**src/fqks_pkg.sv**
```systemverilog
package fqks_pkg;

    // fixed field widths of the transaction ports
    localparam int KEY_W  = 64;
    localparam int MODE_W = 2;
    localparam int STAT_W = 2;
    localparam int POS_W  = 5;

    // operation requested by an input transaction
    typedef enum logic [MODE_W-1:0] {
        MODE_ENQ    = 2'd0,
        MODE_DEQ    = 2'd1,
        MODE_SEARCH = 2'd2
    } mode_t;

    // result status codes
    typedef enum logic [STAT_W-1:0] {
        ST_OK        = 2'd0,
        ST_EMPTY     = 2'd1,
        ST_FULL      = 2'd2,
        ST_NOT_FOUND = 2'd3
    } status_t;

    // datapath to controller status
    typedef struct packed {
        mode_t mode;
        logic  full;
        logic  empty;
        logic  hit;
        logic  last;
    } dp_stat_t;

    // controller to datapath commands
    typedef struct packed {
        logic    load;
        logic    push;
        logic    read_head;
        logic    scan_first;
        logic    scan_next;
        logic    pop;
        logic    post;
        status_t post_status;
        logic    give_removed;
        logic    give_pos;
    } dp_cmd_t;

endpackage

```
**src/fqks_ram.sv**
```systemverilog
module fqks_ram #(
    parameter int WIDTH = 64,
    parameter int DEPTH = 16
) (
    input  logic                     clk,
    input  logic                     wr_en,
    input  logic [$clog2(DEPTH)-1:0] wr_addr,
    input  logic [WIDTH-1:0]         wr_data,
    input  logic                     rd_en,
    input  logic [$clog2(DEPTH)-1:0] rd_addr,
    output logic [WIDTH-1:0]         rd_data
);

    logic [WIDTH-1:0] mem [DEPTH];
    logic [WIDTH-1:0] rd_data_reg;

    // single write port, registered read port
    always_ff @(posedge clk)
    begin
        if (wr_en)
        begin
            mem[wr_addr] <= wr_data;
        end
        if (rd_en)
        begin
            rd_data_reg <= mem[rd_addr];
        end
    end

    assign rd_data = rd_data_reg;

endmodule

```
**src/fqks_ctrl.sv**
```systemverilog
module fqks_ctrl (
    input  logic               clk,
    input  logic               rst_n,
    input  logic               start,
    output logic               busy,
    input  fqks_pkg::dp_stat_t stat,
    output fqks_pkg::dp_cmd_t  cmd
);

    import fqks_pkg::*;

    typedef enum logic [3:0] {
        S_IDLE = 4'b0001,
        S_EXEC = 4'b0010,
        S_DEQ  = 4'b0100,
        S_SCAN = 4'b1000
    } state_t;

    state_t state_reg;
    state_t state_next;

    // state register
    always_ff @(posedge clk or negedge rst_n)
    begin
        if (!rst_n)
        begin
            state_reg <= S_IDLE;
        end
        else
        begin
            state_reg <= state_next;
        end
    end

    // next state and commands
    always_comb
    begin
        state_next = state_reg;
        cmd        = '0;
        cmd.post_status = ST_OK;
        unique case (state_reg)
            S_IDLE:
            begin
                if (start)
                begin
                    cmd.load   = 1'b1;
                    state_next = S_EXEC;
                end
            end
            S_EXEC:
            begin
                unique case (stat.mode)
                    MODE_ENQ:
                    begin
                        cmd.post = 1'b1;
                        if (stat.full)
                        begin
                            cmd.post_status = ST_FULL;
                        end
                        else
                        begin
                            cmd.push = 1'b1;
                        end
                        state_next = S_IDLE;
                    end
                    MODE_DEQ:
                    begin
                        if (stat.empty)
                        begin
                            cmd.post        = 1'b1;
                            cmd.post_status = ST_EMPTY;
                            state_next      = S_IDLE;
                        end
                        else
                        begin
                            cmd.read_head = 1'b1;
                            state_next    = S_DEQ;
                        end
                    end
                    MODE_SEARCH:
                    begin
                        if (stat.empty)
                        begin
                            cmd.post        = 1'b1;
                            cmd.post_status = ST_EMPTY;
                            state_next      = S_IDLE;
                        end
                        else
                        begin
                            cmd.read_head  = 1'b1;
                            cmd.scan_first = 1'b1;
                            state_next     = S_SCAN;
                        end
                    end
                    default:
                    begin
                        // unused operation code: plain ok result
                        cmd.post   = 1'b1;
                        state_next = S_IDLE;
                    end
                endcase
            end
            S_DEQ:
            begin
                cmd.post         = 1'b1;
                cmd.give_removed = 1'b1;
                cmd.pop          = 1'b1;
                state_next       = S_IDLE;
            end
            S_SCAN:
            begin
                priority if (stat.hit)
                begin
                    cmd.post     = 1'b1;
                    cmd.give_pos = 1'b1;
                    state_next   = S_IDLE;
                end
                else if (stat.last)
                begin
                    cmd.post        = 1'b1;
                    cmd.post_status = ST_NOT_FOUND;
                    state_next      = S_IDLE;
                end
                else
                begin
                    cmd.scan_next = 1'b1;
                end
            end
        endcase
    end

    assign busy = (state_reg != S_IDLE);

    // a posted result always ends the transaction
    a_post_ends: assert property (@(posedge clk) disable iff (!rst_n)
        cmd.post |=> state_reg == S_IDLE)
        else $error("result posted without returning to idle");

    // a scan step never coincides with a posted result
    a_scan_excl: assert property (@(posedge clk) disable iff (!rst_n)
        !(cmd.scan_next && cmd.post))
        else $error("scan step and result in the same cycle");

endmodule

```
**src/fqks_dp.sv**
```systemverilog
module fqks_dp #(
    parameter int QUEUE_DEPTH = 16,
    parameter int KEY_BYTES   = 8
) (
    input  logic                                clk,
    input  logic                                rst_n,
    input  logic [fqks_pkg::MODE_W-1:0]         mode,
    input  logic [fqks_pkg::KEY_W-1:0]          name_key,
    input  fqks_pkg::dp_cmd_t                   cmd,
    output fqks_pkg::dp_stat_t                  stat,
    output logic                                done,
    output logic [fqks_pkg::STAT_W-1:0]         status,
    output logic [fqks_pkg::KEY_W-1:0]          removed_key,
    output logic [fqks_pkg::POS_W-1:0]          position
);

    import fqks_pkg::*;

    localparam int AW = $clog2(QUEUE_DEPTH);
    localparam int CW = $clog2(QUEUE_DEPTH + 1);
    localparam int KW = KEY_BYTES * 8;
    localparam logic [AW:0]   DEPTH_S = (AW+1)'(QUEUE_DEPTH);
    localparam logic [CW-1:0] DEPTH_C = CW'(QUEUE_DEPTH);

    logic [AW-1:0]    head_reg;
    logic [AW-1:0]    head_next;
    logic [CW-1:0]    count_reg;
    logic [CW-1:0]    count_next;
    logic [AW-1:0]    scan_idx_reg;
    logic [AW-1:0]    scan_idx_next;
    mode_t            mode_reg;
    logic [KW-1:0]    key_reg;
    logic             done_reg;
    status_t          status_reg;
    logic [KEY_W-1:0] removed_reg;
    logic [POS_W-1:0] pos_reg;

    logic [AW-1:0]    wr_addr;
    logic [AW-1:0]    rd_addr;
    logic             rd_en;
    logic [KW-1:0]    rd_data;
    logic [AW-1:0]    scan_off;
    logic [CW-1:0]    scan_cnt;

    // ring slot of an offset from a base, one compare and subtract
    function automatic logic [AW-1:0] ring_slot(input logic [AW-1:0] base,
                                                 input logic [AW-1:0] off);
        logic [AW:0] sum;
        sum = {1'b0, base} + {1'b0, off};
        if (sum >= DEPTH_S)
        begin
            sum = sum - DEPTH_S;
        end
        return sum[AW-1:0];
    endfunction

    // key store
    fqks_ram #(
        .WIDTH (KW),
        .DEPTH (QUEUE_DEPTH)
    ) u_store (
        .clk     (clk),
        .wr_en   (cmd.push),
        .wr_addr (wr_addr),
        .wr_data (key_reg),
        .rd_en   (rd_en),
        .rd_addr (rd_addr),
        .rd_data (rd_data)
    );

    // addresses and scan bookkeeping
    assign scan_off = scan_idx_reg + AW'(1);
    assign scan_cnt = CW'(scan_idx_reg) + CW'(1);
    assign wr_addr  = ring_slot(head_reg, count_reg[AW-1:0]);
    assign rd_en    = cmd.read_head | cmd.scan_next;
    assign rd_addr  = cmd.scan_next ? ring_slot(head_reg, scan_off) : head_reg;

    // status towards the controller
    assign stat.mode  = mode_reg;
    assign stat.full  = (count_reg == DEPTH_C);
    assign stat.empty = (count_reg == '0);
    assign stat.hit   = (rd_data == key_reg);
    assign stat.last  = (scan_cnt == count_reg);

    // queue pointers
    always_comb
    begin
        head_next     = head_reg;
        count_next    = count_reg;
        scan_idx_next = scan_idx_reg;
        if (cmd.push)
        begin
            count_next = count_reg + CW'(1);
        end
        if (cmd.pop)
        begin
            head_next  = ring_slot(head_reg, AW'(1));
            count_next = count_reg - CW'(1);
        end
        if (cmd.scan_first)
        begin
            scan_idx_next = '0;
        end
        else if (cmd.scan_next)
        begin
            scan_idx_next = scan_off;
        end
    end

    always_ff @(posedge clk or negedge rst_n)
    begin
        if (!rst_n)
        begin
            head_reg  <= '0;
            count_reg <= '0;
            done_reg  <= 1'b0;
        end
        else
        begin
            head_reg  <= head_next;
            count_reg <= count_next;
            done_reg  <= cmd.post;
        end
    end

    // transaction fields and result registers
    always_ff @(posedge clk)
    begin
        scan_idx_reg <= scan_idx_next;
        if (cmd.load)
        begin
            mode_reg <= mode_t'(mode);
            key_reg  <= name_key[KW-1:0];
        end
        if (cmd.post)
        begin
            status_reg  <= cmd.post_status;
            removed_reg <= cmd.give_removed ? KEY_W'(rd_data) : '0;
            pos_reg     <= cmd.give_pos ? POS_W'(scan_cnt) : '0;
        end
    end

    assign done        = done_reg;
    assign status      = status_reg;
    assign removed_key = removed_reg;
    assign position    = pos_reg;

    // occupancy never exceeds the ring
    a_count_bound: assert property (@(posedge clk) disable iff (!rst_n)
        count_reg <= DEPTH_C)
        else $error("entry count beyond queue depth");

    // a full report leaves the queue full
    a_full_report: assert property (@(posedge clk) disable iff (!rst_n)
        done_reg && status_reg == ST_FULL |-> count_reg == DEPTH_C)
        else $error("full reported on a queue with room");

endmodule

```
**src/fifo_queue_with_key_search.sv**
```systemverilog
// channel   | signals                          | handshake
// ----------+----------------------------------+---------------------------
// request   | mode, name_key                   | accepted when start && !busy
// result    | status, removed_key, position    | valid for one cycle on done
//
// enqueue, unused codes and empty/full reports: posted from the exec state, then back to idle
// dequeue: adds the deq state for the registered read of the key store ram
// search: the scan state compares one stored key per cycle until a hit or the last entry
// reset clears head and count; store contents need no clearing
// done pulses once per request; the receiver cannot stall
module fifo_queue_with_key_search #(
    parameter int QUEUE_DEPTH = 16,
    parameter int KEY_BYTES   = 8
) (
    input  logic                        clk,
    input  logic                        rst_n,
    input  logic                        start,
    output logic                        busy,
    input  logic [fqks_pkg::MODE_W-1:0] mode,
    input  logic [fqks_pkg::KEY_W-1:0]  name_key,
    output logic                        done,
    output logic [fqks_pkg::STAT_W-1:0] status,
    output logic [fqks_pkg::KEY_W-1:0]  removed_key,
    output logic [fqks_pkg::POS_W-1:0]  position
);

    import fqks_pkg::*;

    dp_stat_t stat;
    dp_cmd_t  cmd;

    // controller
    fqks_ctrl u_ctrl (
        .clk   (clk),
        .rst_n (rst_n),
        .start (start),
        .busy  (busy),
        .stat  (stat),
        .cmd   (cmd)
    );

    // datapath
    fqks_dp #(
        .QUEUE_DEPTH (QUEUE_DEPTH),
        .KEY_BYTES   (KEY_BYTES)
    ) u_dp (
        .clk         (clk),
        .rst_n       (rst_n),
        .mode        (mode),
        .name_key    (name_key),
        .cmd         (cmd),
        .stat        (stat),
        .done        (done),
        .status      (status),
        .removed_key (removed_key),
        .position    (position)
    );

    // every accepted transaction makes the block busy
    a_accept_busy: assert property (@(posedge clk) disable iff (!rst_n)
        start && !busy |=> busy)
        else $error("transaction accepted but block not busy");

    // result strobe only once the block is free again
    a_done_idle: assert property (@(posedge clk) disable iff (!rst_n)
        done |-> !busy)
        else $error("result strobe while busy");

endmodule

```
**config.mk**
```make
export PLATFORM = sky130hd
export DESIGN_NAME = fifo_queue_with_key_search
export DESIGN_NICKNAME = d
export VERILOG_FILES = /design/src/fqks_pkg.sv /design/src/fqks_ram.sv /design/src/fqks_ctrl.sv /design/src/fqks_dp.sv /design/src/fifo_queue_with_key_search.sv
export SDC_FILE = /design/constraint.sdc
export NUM_CORES = 1
export LEC_CHECK = 0
export BUFFER_PORTS_ARGS = -buffer_cell sky130_fd_sc_hd__buf_2
export CORE_UTILIZATION = 64
export CTS_BUF_LIST = sky130_fd_sc_hd__clkbuf_2 sky130_fd_sc_hd__clkbuf_4 sky130_fd_sc_hd__clkbuf_8
export CTS_CLUSTER_SIZE = 14
export DETAILED_ROUTE_END_ITERATION = 7
export GPL_ROUTABILITY_DRIVEN = 0
export GPL_TIMING_DRIVEN = 0
export PLACE_DENSITY = 0.82
export SLEW_MARGIN = 15
export SYNTH_ARGS = -nofsm -noshare
export SYNTH_HDL_FRONTEND = slang
export SYNTH_HIERARCHICAL = 1
export SYNTH_SLANG_ARGS = --single-unit
export TNS_END_PERCENT = 30
```
**constraint.sdc**
```tcl
create_clock -name clk -period 7.3 [get_ports clk]
set_input_delay 0.73 -clock clk [delete_from_list [all_inputs] [get_ports clk]]
set_output_delay 0.73 -clock clk [all_outputs]
set_load 0.005 [all_outputs]
```
# ---- Yosys cells after proc, flatten, opt, wreduce, memory -nomap -nowiden
# Memory sizes are Yosys's and may differ from the RTL's. A register that Yosys moved wholly into a read port is not among the register bits.
# Index checks and enable logic that the tools add are counted.
# W data, S select, Z words.
dict set report op_classes {
  add_sub_neg 10
  order_cmp 3
  n_eq_ne 12
  mux 39
  bitwise 1
  reduce_logical 5
}
# operator n
set ops {}
lappend ops {{$eq A64 B64 Y1} 1}
lappend ops {{$mux W4} 8}
lappend ops {{$mux W1} 16}
lappend ops {{$pmux W4 S4} 1}
lappend ops {{$ge A5 B5 Y1 const B} 3}
lappend ops {{$mux W3} 4}
lappend ops {{$sub A4 B1 Y4 const B} 3}
lappend ops {{$add A4 B1 Y5 const B} 2}
lappend ops {{$add A4 B4 Y5} 2}
lappend ops {{$mux W5} 2}
lappend ops {{$pmux W2 S2} 2}
lappend ops {{$pmux W4 S2} 1}
lappend ops {{$mux W2} 3}
lappend ops {{$add A5 B1 Y5 const B} 1}
lappend ops {{$eq A5 B5 Y1} 1}
lappend ops {{$eq A5 B5 Y1 const B} 1}
lappend ops {{$logic_not A5 Y1} 1}
lappend ops {{$sub A5 B1 Y5 const B} 1}
lappend ops {{$add A4 B1 Y4 const B} 1}
lappend ops {{$eq A4 B1 Y1 const B} 1}
lappend ops {{$eq A4 B2 Y1 const B} 1}
lappend ops {{$eq A4 B3 Y1 const B} 1}
lappend ops {{$eq A4 B4 Y1 const B} 1}
lappend ops {{$ne A4 B1 Y1 const B} 1}
lappend ops {{other kinds (11)} 11}
dict set report totals {
  reg_bits 155
  ramBits 1024
  in_bits 69
  out_inout_bits 73
  elab_cells 81
  mem_count 1
}
# name depth word_bits rd rd_ports_with_merged_regs write_ports line_no
set memory_table {}
lappend memory_table {u_dp.u_store.mem 16 64 1 1 1 fqks_ram.sv:14} ;# logic [WIDTH-1:0] mem [DEPTH];

# ---- Depth between registers and ports, before layout
dict set report logic_depth {
  depth_word 6
  mapped_depth 14
  depth_no_buf 12
}

# ---- By module
# The synthesis kept the hierarchy.
# module instances cells_per_inst area_per_inst_um2 seq_area_each_um2
set modules_own_cells {}
lappend modules_own_cells {fqks_ram 1 1647 40222.3 32671.3}
lappend modules_own_cells {fqks_dp 1 403 6316.1 4444.3}
lappend modules_own_cells {fqks_ctrl 1 44 410.4 101.3}

# ---- Worst setup path after synthesis
# Ideal clock, no wire load.
dict set report synth_path {
  path_kind {flip-flop to flip-flop}
  start {register u_dp.count_reg[0]}
  end {memory u_dp.u_store.mem[0][0] (enable)}
  setup_time_ns 0.565
  t_arrival_ns 6.075
  required_time_ns 6.735
  slack_ns 0.660
  path_stages_with_launch 7
  path_buffers 0
  synth_period_minus_slack_ns 6.640
  cell_sequence {dfrtp_1 > ha_1 > inv_1 > fa_1 > xnor2_1 > or3b_2 > nor3_1}
}
dict set report synth_via {
  word_cells_on_any_way 10
  cone_classes {add/sub: 2; order compare: 1; eq/ne: 1; mux: 6}
}
# element line_no
set synth_lines {}
lappend synth_lines {{start, declared} fqks_dp.sv:27} ;# logic [CW-1:0] count_reg;
lappend synth_lines {{start signal, assigned} fqks_dp.sv:121} ;# count_reg <= count_next;
lappend synth_lines {{$add A4 B4 Y5 (*)} fqks_dp.sv:49} ;# sum = {1'b0, base} + {1'b0, off};
lappend synth_lines {{$sub A4 B1 Y4 / $ge A5 B5 Y1 (equally long branches)} {fqks_dp.sv:52, fqks_dp.sv:50}}
lappend synth_lines {{$mux W4 (*)} fqks_dp.sv:50} ;# if (sum >= DEPTH_S)
lappend synth_lines {{named net u_dp.wr_addr[2]} fqks_dp.sv:38} ;# logic [AW-1:0] wr_addr;
lappend synth_lines {{end, declared} fqks_ram.sv:14}
# The timed path passes the listed nets; every way through them passes the cells marked *.

==> results <==
- By area the synthesized netlist is led by edfxtp_1 (78%), mux4_2 (12%), a22oi_1 (2.0%), xor2_1 (1.3%), and2_1 (0.92%).
- Summed over all cells, the static leakage comes to 17.6 nW.
- For met2 alone, demand over resource in global routing was 0.482.
- Port buffering added 141 buffers.
- The total power after layout is 0.0185 W.
- For the final database, setup skew stands at 0.0335 ns.
- The kind of end point of the critical path is a flop.
- Leaving out filler cells and counting taps, the final layout contains 3,608.
- The via count of the first global-routing pass came to 24,400.
- The number of nets in the synthesized netlist is 2,181.
- The latest clock arrival within the worst-skew pair is 0.84 ns.
- For this run the aggregate overflow at the end of global routing stands at 0.
- The number of I/O pins is 142.
- The maximum number of pins on one net before global-route repair is 34.
- The classification of the worst setup path is flop to flop.
- Of the post-synthesis cell area, the dominant cell type holds 0.784.
- The internal reg-to-reg setup slack is 1.06 ns.
- The largest stage delay on the critical path is 0.83 ns.
- CTS placed an instance of clkbuf_8 at the clock tree root.
- Data on the critical path is required at its endpoint by 7.86 ns.
- In the final layout, the share of cells above drive strength 1 is 0.318.
- The H-tree was split into 4 levels.
- CTS saw 1,243 sinks.
- The number of instances on the worst hold path is 1.
- Timing would allow up to 160 MHz.
- The family with the most delay on the worst path is simple AND/OR/NAND/NOR gates.
- The die outline area is 74,400 µm².
- The total detailed-routing wirelength is 112,000 µm.
- Once detail routing completed, the nets flagged for antenna violations numbered 0.
- The first-pass detailed-route iteration total is 5.
- The kind of launch point of the worst setup path is a flop.
- The register with the most flip-flops in the final layout is u_dp/u_store/mem.
- The synthesized area per cell is 22.4 µm².
- The first routing iteration left 3,500 violations.
- By instance count, the cell type seen most on the critical path is buf_2.
- Counting tap cells, the placed design contains a total of 3,269 instances.
- The number of enable flip-flop cells after synthesis is 1,225.
- The initial standard-cell utilization of the core is 0.652.
- Across every metal layer, demand over resource in global routing totals 0.308.
- The sequential element share of the synthesized area is 0.793.
- The number of flip-flops and latches in the synthesized netlist is 1,243.
- The number of buffers inserted during clock tree synthesis is 184.
- Counting distinct cell types in the post-synthesis netlist gives 51.
- The netlist area before placement is 46,900 µm².
- The clock-pin slew on the worst setup and hold paths is 0.06 ns.
- In the synthesized netlist the dominant register cell turns out to be edfxtp_1.
- The number of max-slew violations in the final report is 0.
- The cell taking the most area after synthesis is edfxtp_1.
- The final-stage net count is 2,593.
- Headroom to the max-slew limit came out at 0.320.
- The x dimension of the die is 273 µm.
- In the final timing run, aggregate negative setup slack is 0 ns.
- The arrival time at the worst endpoint is 6.79 ns.
- The routed wire length per instance is 30.9 µm.
- The peak ir drop on the vdd network is 0.221 mV.
- The startpoint identified for the worst register-to-register timing path is u_dp/key_reg[13].
- The clock tree from TritonCTS is done.
- The library cells used most frequently in the layout, excluding fill and tap cells, are edfxtp_1 (1,225), mux4_2 (256), clkbuf_8 (187).
- After floorplanning, the core was divided into 98 placement rows.
- The shortest clock period the worst path allows after layout is 6.24 ns.
- The busiest layer in global routing is met2.
- The biggest fanout along the worst timing path is 17.
- In this run the vertical extent of the chip is 273 µm.
- In this run the power density over the cells is 344 nW/µm².
- The slowest stage of the critical path is the nor4_1 cell.
- The met1 demand-to-capacity share in global routing is 0.420.
- The commonest non-fill, non-tap cell in the layout is edfxtp_1.
- For the worst flop-to-flop path, the logic depth is 12.
- No sink is reached through more buffers than the 3 on the longest clock path.
- The run finished with clean final reports.
- Traced cell by cell, the critical path runs through xor2_1 > nor4_1 > nand4_1 > nor4_2 > nor3b_4 > buf_2 > o21ai_0 > buf_2 > clkbuf_1 > mux4_2 > a22oi_1 > nand2_1.
- The tool flagged a number of max-cap violations equal to 0.
- The number of setup buffers added after CTS is 0.
- For this run, design rule violations remaining after detail routing come to 0.
- The post-route fraction of the period consumed by the critical path is 0.854.
- The number of antenna violations at the first check in global routing is 3.
- For hold timing, the worst endpoint is u_dp/mode_reg[1].
- The global routing usage on met3 is 0.0742.
- The hold buffer count at cts is 1.
- The hold violation count in the final report is 0.
- Once the clock tree was built, the resizer swapped 0 gates to a different size.
- The setup-violating endpoint count in the final report is 0.
- The number of warnings reported in the yosys synthesis log is 6.
- The core region area is 72,000 µm².
- Of all flip-flops after synthesis, the portion carrying an async set or reset was 0.0113.
- The total vias in the final route is 24,000.
- The growth of design area from synthesis to finish is 14.7%.
- The number of buffer and inverter instances along the worst setup path is 3.
- For the pin with the worst max-slew slack, the measured transition is 1.02 ns.
- Dividing the detail-routed via count by the number of cells gives 6.65.
- The number of flip-flops in the largest register is 1,024.
- The critical register-to-register path endpoint is u_dp/u_store/rd_data[27].
- Summed over all nets, the half-perimeter wirelength after detailed placement is 71,900 µm.
- The wire length of the first global-routing pass is 161,000 µm.
- Setup repair after global routing left no endpoint under its margin.
- The worst hold path startpoint is mode[1].
- Counting every instance in the synthesized netlist gives 2,094.
- The min-delay analysis places its worst path in the category input port to flop.
[routing by layer]
| layer | wire, µm | part of all wire |
|---|---|---|
| met1 | 39400 | 0.35 |
| met2 | 54100 | 0.48 |
| met3 | 13800 | 0.12 |
| met4 | 4320 | 0.039 |
| met5 | 24 | 0.00021 |
[how the worst max path moves through the flow]
stage | slack (ns) | to | startpoint | cells after the start
final | 1.06 | u_dp/u_store/rd_data[27] | u_dp/key_reg[13] | 12
after CTS | 1.28 | u_dp/u_store/rd_data[30] | u_dp/key_reg[27] | 12
after floorplan | 0.66 | u_dp/u_store/mem[0][0] | u_dp/count_reg[0] | 6
after global placement | -4.26 | u_dp/u_store/mem[0][28] | u_ctrl/state_reg[3] | 5
after detailed placement | 1.32 | u_dp/u_store/rd_data[62] | u_dp/key_reg[27] | 12
after global routing | 0.89 | u_dp/u_store/rd_data[27] | u_dp/key_reg[13] | 12
[cells by family (layout without fill, tap and decap cells)]
family	count (synthesis)	count (layout)	synth area share
xor gates and xnor gates	84	84	0.0158
DFF	1243	1243	0.793
other	0	2	0
and+or+nand+nor	229	229	0.0268
AOI/OAI and AO/OA	153	153	0.0238
adders and majority gates	18	18	0.00528
buffers and inverters	106	668	0.0116
muxes	261	261	0.124
[area by class of cell]
cell class | instances | area, µm²
Antenna cell | 2 | 5.00
Buffer | 95 | 507
Clock buffer | 242 | 2990
Clock inverter | 94 | 529
Fill cell | 3643 | 18100
Inverter | 11 | 41.3
Multi-Input combinational cell | 745 | 9310
Sequential cell | 1243 | 37200
Tap cell | 950 | 1190
Timing Repair Buffer | 226 | 2080
[Yosys cell counts, types with 5 or more instances]
library cell	instances
xnor2_1	11
nor2b_1	6
and2_1	69
nand2_1	73
mux4_2	256
clkbuf_1	47
inv_1	11
ha_1	15
nand4_1	7
a21oi_1	6
o21ai_0	9
buf_2	14
a22oi_1	128
nor4_1	17
dfrtp_1	13
edfxtp_1	1225
buf_6	14
buf_1	13
nor2_1	24
xor2_1	72
nor3_1	5
buf_4	7
[per-stage QoR]
step	hold WS [ns]	cell area, µm²	setup slack, ns	util
6_report	0.0706	53900	1.06	0.748
5_1_grt	0.0395	53900	0.890	0.748
4_1_cts	0.0129	53900	1.28	0.748
3_5_place_dp	0.532	50300	1.32	0.699
3_3_place_gp	0.522	48800	-4.26	0.679
2_1_floorplan	0.434	46900	0.660	-
[report_power, final]
part | leakage [nW] | internal [W] | total (W) | switching [W]
clock network | 1.88 | 0.00276 | 0.00536 | 0.00260
logic | 4.37 | 0.00183 | 0.00415 | 0.00231
registers | 11.3 | 0.00863 | 0.00901 | 0.000384
total | 17.6 | 0.0132 | 0.0185 | 0.00529
No activity file was read; power rests on OpenSTA's default activity.
